`src/hw/rtl/knps_pkg.sv`:
```
// Shared types, constants and helper functions of the k-nearest point select unit.
package knps_pkg;

  localparam int MAX_POINTS = 1024;
  localparam int K_MAX      = 16;
  localparam int COORD_BITS = 16;

  localparam int IDX_W   = $clog2(MAX_POINTS);
  localparam int COUNT_W = $clog2(MAX_POINTS + 1);
  localparam int KCNT_W  = $clog2(K_MAX + 1);
  localparam int SQ_W    = 2 * COORD_BITS;
  localparam int DIST_W  = SQ_W + 2;
  localparam int RANK_W  = 4;
  localparam int CFG_W   = 5;
  localparam int FIELD_COORD_W = 16;
  localparam int FIELD_IDX_W   = 10;

  localparam logic [1:0] OP_LOAD  = 2'd0;
  localparam logic [1:0] OP_QUERY = 2'd1;
  localparam logic [1:0] OP_CLEAR = 2'd2;

  localparam logic [CFG_W-1:0] NC_RESET = CFG_W'(3);

  typedef logic signed [COORD_BITS-1:0] coord_t;

  typedef struct packed {
    coord_t x;
    coord_t y;
    coord_t z;
  } point_t;

  typedef struct packed {
    logic [1:0]                      op;
    logic signed [FIELD_COORD_W-1:0] coord_x;
    logic signed [FIELD_COORD_W-1:0] coord_y;
    logic signed [FIELD_COORD_W-1:0] coord_z;
    logic                            skip_valid;
    logic [FIELD_IDX_W-1:0]          skip_index;
  } in_item_t;

  typedef struct packed {
    logic [FIELD_IDX_W-1:0] neighbor_index;
    logic [DIST_W-1:0]      neighbor_dist_sq;
    logic [RANK_W-1:0]      neighbor_rank;
    logic                   last;
  } out_item_t;

  // One slot of the sorted neighbor list.
  typedef struct packed {
    logic              valid;
    logic [DIST_W-1:0] sq_dist;
    logic [IDX_W-1:0]  idx;
  } cell_entry_t;

  typedef struct packed {
    logic clear;
    logic insert;
    logic shift;
  } cell_ctrl_t;

  // Magnitude of the difference of two coordinates; it always fits COORD_BITS unsigned bits.
  function automatic logic [COORD_BITS-1:0] abs_diff(input coord_t a, input coord_t b);
    logic signed [COORD_BITS:0] d;
    logic        [COORD_BITS:0] n;
    d = {a[COORD_BITS-1], a} - {b[COORD_BITS-1], b};
    n = ~d + 1'b1;
    abs_diff = d[COORD_BITS] ? n[COORD_BITS-1:0] : d[COORD_BITS-1:0];
  endfunction

endpackage

```
`src/hw/rtl/knps_cell.sv`:
```
// One slot of the sorted insertion chain of nearest neighbors.
module knps_cell
  import knps_pkg::*;
(
  input  logic        clk,
  input  logic        rst_n,
  input  cell_ctrl_t  ctrl,
  input  logic        en,
  input  cell_entry_t cand,
  input  cell_entry_t prev_ent,
  input  logic        prev_less,
  input  cell_entry_t next_ent,
  output cell_entry_t ent,
  output logic        less
);

  cell_entry_t ent_r, ent_nxt;

  // An empty slot ranks behind every candidate; equal distances keep the older point first.
  assign less = en & (~ent_r.valid | (cand.sq_dist < ent_r.sq_dist));

  always_comb begin
    ent_nxt = ent_r;
    priority if (ctrl.clear) begin
      ent_nxt.valid = 1'b0;
    end else if (ctrl.shift) begin
      ent_nxt = next_ent;
    end else if (ctrl.insert && en) begin
      if (prev_less) begin
        ent_nxt = prev_ent;
      end else if (less) begin
        ent_nxt       = cand;
        ent_nxt.valid = 1'b1;
      end
    end else begin
      ent_nxt = ent_r;
    end
  end

  always_ff @(posedge clk) begin
    if (!rst_n) begin
      ent_r.valid <= 1'b0;
    end else begin
      ent_r.valid <= ent_nxt.valid;
    end
    ent_r.sq_dist <= ent_nxt.sq_dist;
    ent_r.idx     <= ent_nxt.idx;
  end

  assign ent = ent_r;

endmodule

```
`src/hw/rtl/knps_cell_chain.sv`:
```
// Row of sorter cells holding the k best neighbors, nearest at the head.
module knps_cell_chain
  import knps_pkg::*;
(
  input  logic             clk,
  input  logic             rst_n,
  input  cell_ctrl_t       ctrl,
  input  logic [K_MAX-1:0] cell_en,
  input  cell_entry_t      cand,
  output cell_entry_t      head,
  output logic             second_valid
);

  cell_entry_t ent  [K_MAX];
  cell_entry_t prv  [K_MAX];
  cell_entry_t nxt  [K_MAX];
  logic        less [K_MAX];
  logic        prv_less [K_MAX];

  localparam cell_entry_t EMPTY = '0;

  for (genvar j = 0; j < K_MAX; j++) begin : g_cell
    if (j == 0) begin : g_first
      assign prv[j]      = EMPTY;
      assign prv_less[j] = 1'b0;
    end else begin : g_mid
      assign prv[j]      = ent[j-1];
      assign prv_less[j] = less[j-1];
    end
    if (j == K_MAX - 1) begin : g_last
      assign nxt[j] = EMPTY;
    end else begin : g_inner
      assign nxt[j] = ent[j+1];
    end

    knps_cell u_cell (
      .clk       (clk),
      .rst_n     (rst_n),
      .ctrl      (ctrl),
      .en        (cell_en[j]),
      .cand      (cand),
      .prev_ent  (prv[j]),
      .prev_less (prv_less[j]),
      .next_ent  (nxt[j]),
      .ent       (ent[j]),
      .less      (less[j])
    );
  end

  assign head = ent[0];

  if (K_MAX > 1) begin : g_second
    assign second_valid = ent[1].valid;
  end else begin : g_single
    assign second_valid = 1'b0;
  end

endmodule

```
`config.mk`:
```
export PLATFORM = sky130hd
export DESIGN_NAME = knps_cell_chain
export DESIGN_NICKNAME = d
export VERILOG_FILES = /design/src/hw/rtl/knps_pkg.sv /design/src/hw/rtl/knps_cell.sv /design/src/hw/rtl/knps_cell_chain.sv
export SDC_FILE = /design/constraint.sdc
export NUM_CORES = 2
export LEC_CHECK = 0
export ABC_AREA = 0
export BUFFER_PORTS_ARGS = -buffer_cell sky130_fd_sc_hd__buf_2
export CAP_MARGIN = 20
export CELL_PAD_IN_SITES_DETAIL_PLACEMENT = 1
export CELL_PAD_IN_SITES_GLOBAL_PLACEMENT = 1
export CORE_MARGIN = 2
export CORE_UTILIZATION = 40
export DETAILED_ROUTE_END_ITERATION = 16
export GPL_TIMING_DRIVEN = 0
export PLACE_DENSITY_LB_ADDON = 0.05
export SLEW_MARGIN = 10
export SYNTH_ARGS = -nofsm -noshare
export SYNTH_HDL_FRONTEND = slang
export SYNTH_SLANG_ARGS = --single-unit
```
`constraint.sdc`:
```
create_clock -name clk -period 8 [get_ports clk]
set_input_delay 0.4 -clock clk [delete_from_list [all_inputs] [get_ports clk]]
set_output_delay 0.4 -clock clk [all_outputs]
set_load 0.005 [all_outputs]
```
# Yosys cells after proc, flatten, opt, wreduce, memory -nomap -nowiden
# Index checks and enable logic that the tools add are counted.
dict set report word_totals {
  ff_bits 720
  wordCells 259
}
dict set report classes {
  order_cmp 16
  n_mux 62
  n_bitwise 50
  reduce_logical 83
}
# op n
set ops {}
lappend ops {{45-bit two-way mux} 61}
lappend ops {{34-bit less-than comparator} 16}
lappend ops {{3-bit AND reduction} 16}
lappend ops {{3-bit nonzero test} 15}
lappend ops {{44-bit two-way mux} 1}
lappend ops {{2-bit nonzero test} 18}
lappend ops {{2-bit AND reduction} 16}
lappend ops {{1-bit NOT} 18}
lappend ops {{1-bit bitwise AND} 16}
lappend ops {{1-bit logical AND} 16}
lappend ops {{1-bit OR} 16}
lappend ops {{3-bit OR reduction} 1}
lappend ops {{2-bit OR reduction} 1}

# Depth between registers and ports, before layout
dict set report depth {
  word_depth 7
  depth_mapped 14
  depth_no_buf 11
}

# Hierarchy
# From an unflattened synthesis, not the netlist that was laid out.
dict set report hier_totals {
  cells_unflattened 5137
  area_unflattened_um2 50171.9
}
# module n_inst cells_per_inst area_per_inst_um2
set modules_own_cells {}
lappend modules_own_cells {knps_cell 16 321 3135.5}
lappend modules_own_cells {knps_cell_chain 1 1 3.8}

# Worst setup path after synthesis
# No wires, ideal clock.
dict set report synth_timing {
  path_kind {input port to flip-flop}
  startpoint {in cand[22] (netlist bit)}
  endpoint {reg g_cell[10].u_cell.ent_r (netlist bit g_cell[10].u_cell.ent[0]), enable pin}
  arrival_time_ps 5682
  required_time_ps 7474
  slack_ps 1792
  path_stages 8
  path_buffers 0
  cell_sequence {ha_1 and3_1 a221o_1 a221o_1 a2111o_1 a211o_1 and3_2 a311oi_1}
}
dict set report synth_via {
  elab_chain_cells 5
}
# element line_no
set synth_lines {}
lappend synth_lines {{from (decl)} knps_cell_chain.sv:9} ;# input cell_entry_t cand,
lappend synth_lines {{34-bit less-than comparator} knps_cell.sv:20} ;# assign less = en & (~ent_r.valid | (cand.sq_dist < ent_r.sq_dist));
lappend synth_lines {{1-bit OR} knps_cell.sv:20}
lappend synth_lines {{1-bit bitwise AND} knps_cell.sv:20}
lappend synth_lines {{3-bit nonzero test (no source line) (*)} --}
lappend synth_lines {{3-bit AND reduction (no source line) (*)} --}
lappend synth_lines {{to (decl)} knps_cell.sv:17} ;# cell_entry_t ent_r, ent_nxt;
# Mark *: on every way between the ends. The rest lies on a longest branch, timed or not.
# A chain may end at the register's enable or synchronous reset.

# Worst setup path in the final report
dict set report layout_timing {
  startpoint {reg g_cell[14].u_cell.ent_r (netlist bit g_cell[14].u_cell.ent[19])}
  endpoint {reg g_cell[14].u_cell.ent_r (netlist bit g_cell[14].u_cell.ent[10]), enable pin}
}
dict set report layout_via {
  elab_chain_cells 5
}
# element line_no
set layout_lines {}
lappend layout_lines {{from (decl)} knps_cell.sv:17}
lappend layout_lines {{34-bit less-than comparator} knps_cell.sv:20}
lappend layout_lines {{1-bit OR} knps_cell.sv:20}
lappend layout_lines {{1-bit bitwise AND} knps_cell.sv:20}
lappend layout_lines {{3-bit nonzero test (no source line)} --}
lappend layout_lines {{3-bit AND reduction (no source line)} --}
# No other way between the ends.

==> results.sh <==
export IMPL_p_per_area_nw_per_um2=198
export IMPL_die_height_um=357
export IMPL_finalMaxSlewViolations=0
export IMPL_fill_count=14100
export IMPL_timing_critical_path_from_type="flip-flop"
export IMPL_antenna_found_initial=3
export IMPL_layout_worst_path_cycle_share=0.769
export IMPL_yosysTopAreaCellShare=0.424
export IMPL_drv_cap=0
export IMPL_grt_first_pass_wirelength_um=296000
export IMPL_setup_worst_path_end_class="flip-flop"
export IMPL_clk_pin_slew_worst_paths_ns=0.06
export IMPL_core_area_um2=124000
export IMPL_netlist_instances=5154
export IMPL_grt_pass1_vias=42100
export IMPL_vdd_ir_drop_max_mv=0.147
export IMPL_critPathMaxFanout=13
export IMPL_number_of_library_cell_types_mapped_by_synthesis=71
export IMPL_core_rowCount=129
export IMPL_cts_repair_resized=0
export IMPL_syn_nets=5748
export IMPL_post_cts_setup_buffers=0
export IMPL_route_detailed_wl_per_inst_um=28.7
export IMPL_rsz0062_at_grt="no"
export IMPL_design_die_area_um2=127000
export IMPL_max_clock_path_buffers=3
export IMPL_yosys_top_cells_area="sky130_fd_sc_hd__edfxtp_1 42%, sky130_fd_sc_hd__ha_1 13%, sky130_fd_sc_hd__mux2i_1 11%, sky130_fd_sc_hd__nand2_1 5.4%, sky130_fd_sc_hd__o21ai_0 5.3%"
export IMPL_post_dp_cell_area_um2=53500
export IMPL_flip_flop_and_latch_count_after_synthesis=720
export IMPL_detailedPlacementHpwl_um=160000
export IMPL_areaGrowthSynthToFinish_pct=13.2
export IMPL_worstMarginPinSlew_ns=1.22
export IMPL_synthesis_warning_total=0
export IMPL_clkLatencyLatePin_ns=0.71
export IMPL_antenna_left=0
export IMPL_timing_final_ws_setup_ns=1.85
export IMPL_critPathRequiredTime_ns=8.41
export IMPL_top_count_cell_post_synth="sky130_fd_sc_hd__nand2_1"
export IMPL_largest_register_ffs=720
export IMPL_gpl_final_weighted_congestion=0.914
export IMPL_cts_tree="done"
export IMPL_routed_wl_um=205000
export IMPL_synth_top_flop_cell="sky130_fd_sc_hd__edfxtp_1"
export IMPL_timing_setup_critical_path_class="reg2reg"
export IMPL_clockRootBuffer="sky130_fd_sc_hd__clkbuf_16"
export IMPL_buffer_ports_inserted=108
export IMPL_period_needed_ns=6.15
export IMPL_dr_pass1_iters=5
export IMPL_netlist_top_cells_count="713 x sky130_fd_sc_hd__nand2_1, 704 x sky130_fd_sc_hd__edfxtp_1, 559 x sky130_fd_sc_hd__mux2i_1, 546 x sky130_fd_sc_hd__inv_1"
export IMPL_postSynthAreaPerCell_um2=9.66
export IMPL_layout_area_seq_um2=21500
export IMPL_number_of_vias_per_cell=5.81
export IMPL_post_route_cell_area_um2=56400
export IMPL_groute_usage_overall=0.320
export IMPL_post_cts_hold_buffer_count=0
export IMPL_mappedNetlistArea_um2=49800
export IMPL_initial_core_utilization=0.403
export IMPL_setup_viol=0
export IMPL_layout_drive_gt1_share=0.0869
export IMPL_multi_input_comb_area_um2=24900
export IMPL_grt_start_max_net_pins=26
export IMPL_yosysSeqAreaShare=0.431
export IMPL_leakage_nw=24.9
export IMPL_timing_slew_headroom=0.186
export IMPL_pre_cts_ws_ns=1.49
export IMPL_fmax_mhz=163
export IMPL_hold_path_class="in2reg"
export IMPL_numCtsBuffers=91
export IMPL_cts_sinks=720
export IMPL_number_of_synthesized_flops_with_an_enable_pin=704
export IMPL_ctsHtreeMaxLevel=3
export IMPL_floorplan_io_pins=112
export IMPL_design_final_nets=6010
export IMPL_die_width_um=357
export IMPL_outcome="complete, no violations"
export IMPL_drc=0
export IMPL_final_hold_violation_count=0
export IMPL_cp_data_arrival_time_ns=6.56
export IMPL_post_synth_top_area_cell="sky130_fd_sc_hd__edfxtp_1"
export IMPL_grt_overflow=0
export IMPL_first_iter_violations=3448
export IMPL_dr_total_vias=41400
export IMPL_ys_async_sr_fraction=0
export IMPL_fin_worst_skew_ns=0.0376
critical path, cell delays in order (launching register included):
cell	delay (ns)
sky130_fd_sc_hd__edfxtp_1	0.44
sky130_fd_sc_hd__inv_1	0.09
sky130_fd_sc_hd__ha_1	0.25
sky130_fd_sc_hd__a21oi_1	0.16
sky130_fd_sc_hd__o21ai_0	0.17
sky130_fd_sc_hd__a2111oi_1	1.03
sky130_fd_sc_hd__o31ai_1	0.46
sky130_fd_sc_hd__a21oi_1	0.76
sky130_fd_sc_hd__o221a_2	0.35
sky130_fd_sc_hd__clkbuf_1	0.31
sky130_fd_sc_hd__buf_2	0.58
sky130_fd_sc_hd__o211ai_1	0.24
sky130_fd_sc_hd__a21oi_4	0.58
sky130_fd_sc_hd__buf_16	0.23
sky130_fd_sc_hd__buf_16	0.17
where the power goes:
group / leakage (nW) / total, mW / switching (mW) / internal (mW)
clock: 1.36 / 4.09 / 1.84 / 2.25
combinational: 16.6 / 2.37 / 1.54 / 0.829
sequential: 6.89 / 4.73 / 0.209 / 4.52
area by class of cell:
type                            instances  area share
Timing Repair Buffer                  169      0.0268
Multi-Input combinational cell       3550       0.441
Clock buffer                          116      0.0424
Sequential cell                       720       0.381
Clock inverter                         53     0.00746
Tap cell                             1637      0.0363
Inverter                              548      0.0365
Antenna cell                            2   0.0000888
Buffer                                336      0.0291
final timing paths:
path	depth (start not counted)	from	endpoint	slack [ns]
worst min-delay path	3	cell_en[1]	g_cell[1].u_cell.ent[44]	0.04
worst max register to register	14	g_cell[14].u_cell.ent[19]	g_cell[14].u_cell.ent[10]	1.85
worst min register to register	2	g_cell[3].u_cell.ent[44]	g_cell[2].u_cell.ent[44]	0.49
worst max-delay path	14	g_cell[14].u_cell.ent[19]	g_cell[14].u_cell.ent[10]	1.85
cell usage in the layout (no fill, tap or decap), types with 17 or more instances in the layout:
cell and count:
sky130_fd_sc_hd__a21oi_1 288, sky130_fd_sc_hd__buf_4 69, sky130_fd_sc_hd__mux2_2 43, sky130_fd_sc_hd__nor3_1 22, sky130_fd_sc_hd__a211oi_1 19, sky130_fd_sc_hd__buf_2 154
sky130_fd_sc_hd__clkbuf_1 243, sky130_fd_sc_hd__buf_8 17, sky130_fd_sc_hd__nor2_1 209, sky130_fd_sc_hd__nand3_1 39, sky130_fd_sc_hd__edfxtp_1 704, sky130_fd_sc_hd__nor2b_1 28
sky130_fd_sc_hd__clkbuf_16 92, sky130_fd_sc_hd__o21ai_0 527, sky130_fd_sc_hd__nand4_1 75, sky130_fd_sc_hd__o21ai_1 173, sky130_fd_sc_hd__nand2_1 713, sky130_fd_sc_hd__buf_12 25
sky130_fd_sc_hd__ha_1 528, sky130_fd_sc_hd__mux2i_1 559, sky130_fd_sc_hd__clkinv_1 28, sky130_fd_sc_hd__inv_1 546, sky130_fd_sc_hd__nand2b_1 22, sky130_fd_sc_hd__a21o_1 111
sky130_fd_sc_hd__a31oi_1 20
layer usage:
metal / track usage / vias up / wire (µm)
li1: - / 18900 / -
met1: 0.451 / 21200 / 95300
met2: 0.500 / 1076 / 91000
met3: 0.0352 / 274 / 9660
met4: 0.129 / 0 / 8880
met5: 0 / - / 0
cells by family after synthesis:
| kind of cell | share of synthesized area |
|---|---|
| flops | 0.431 |
| mux | 0.122 |
| fa+ha+maj | 0.133 |
| simple gates | 0.100 |
| buf+inv | 0.0742 |
| compound gates | 0.140 |
through the flow:
step / setup TNS, ns / utilization / total power, mW / instances / hold slack (ns)
floorplan: 0 / - / 6.10 / 5154 / 0.457
global placement: -1392.38 / 0.424 / 7.02 / 6899 / 0.480
detailed placement: 0 / 0.433 / 7.13 / 6956 / 0.483
CTS: 0 / 0.456 / 11.2 / 7125 / 0.000531
global route: 0 / 0.456 / 11.6 / 7129 / 0.0282
finish: 0 / 0.456 / 11.2 / 7131 / 0.0412
(Power assumes the default switching activity.)
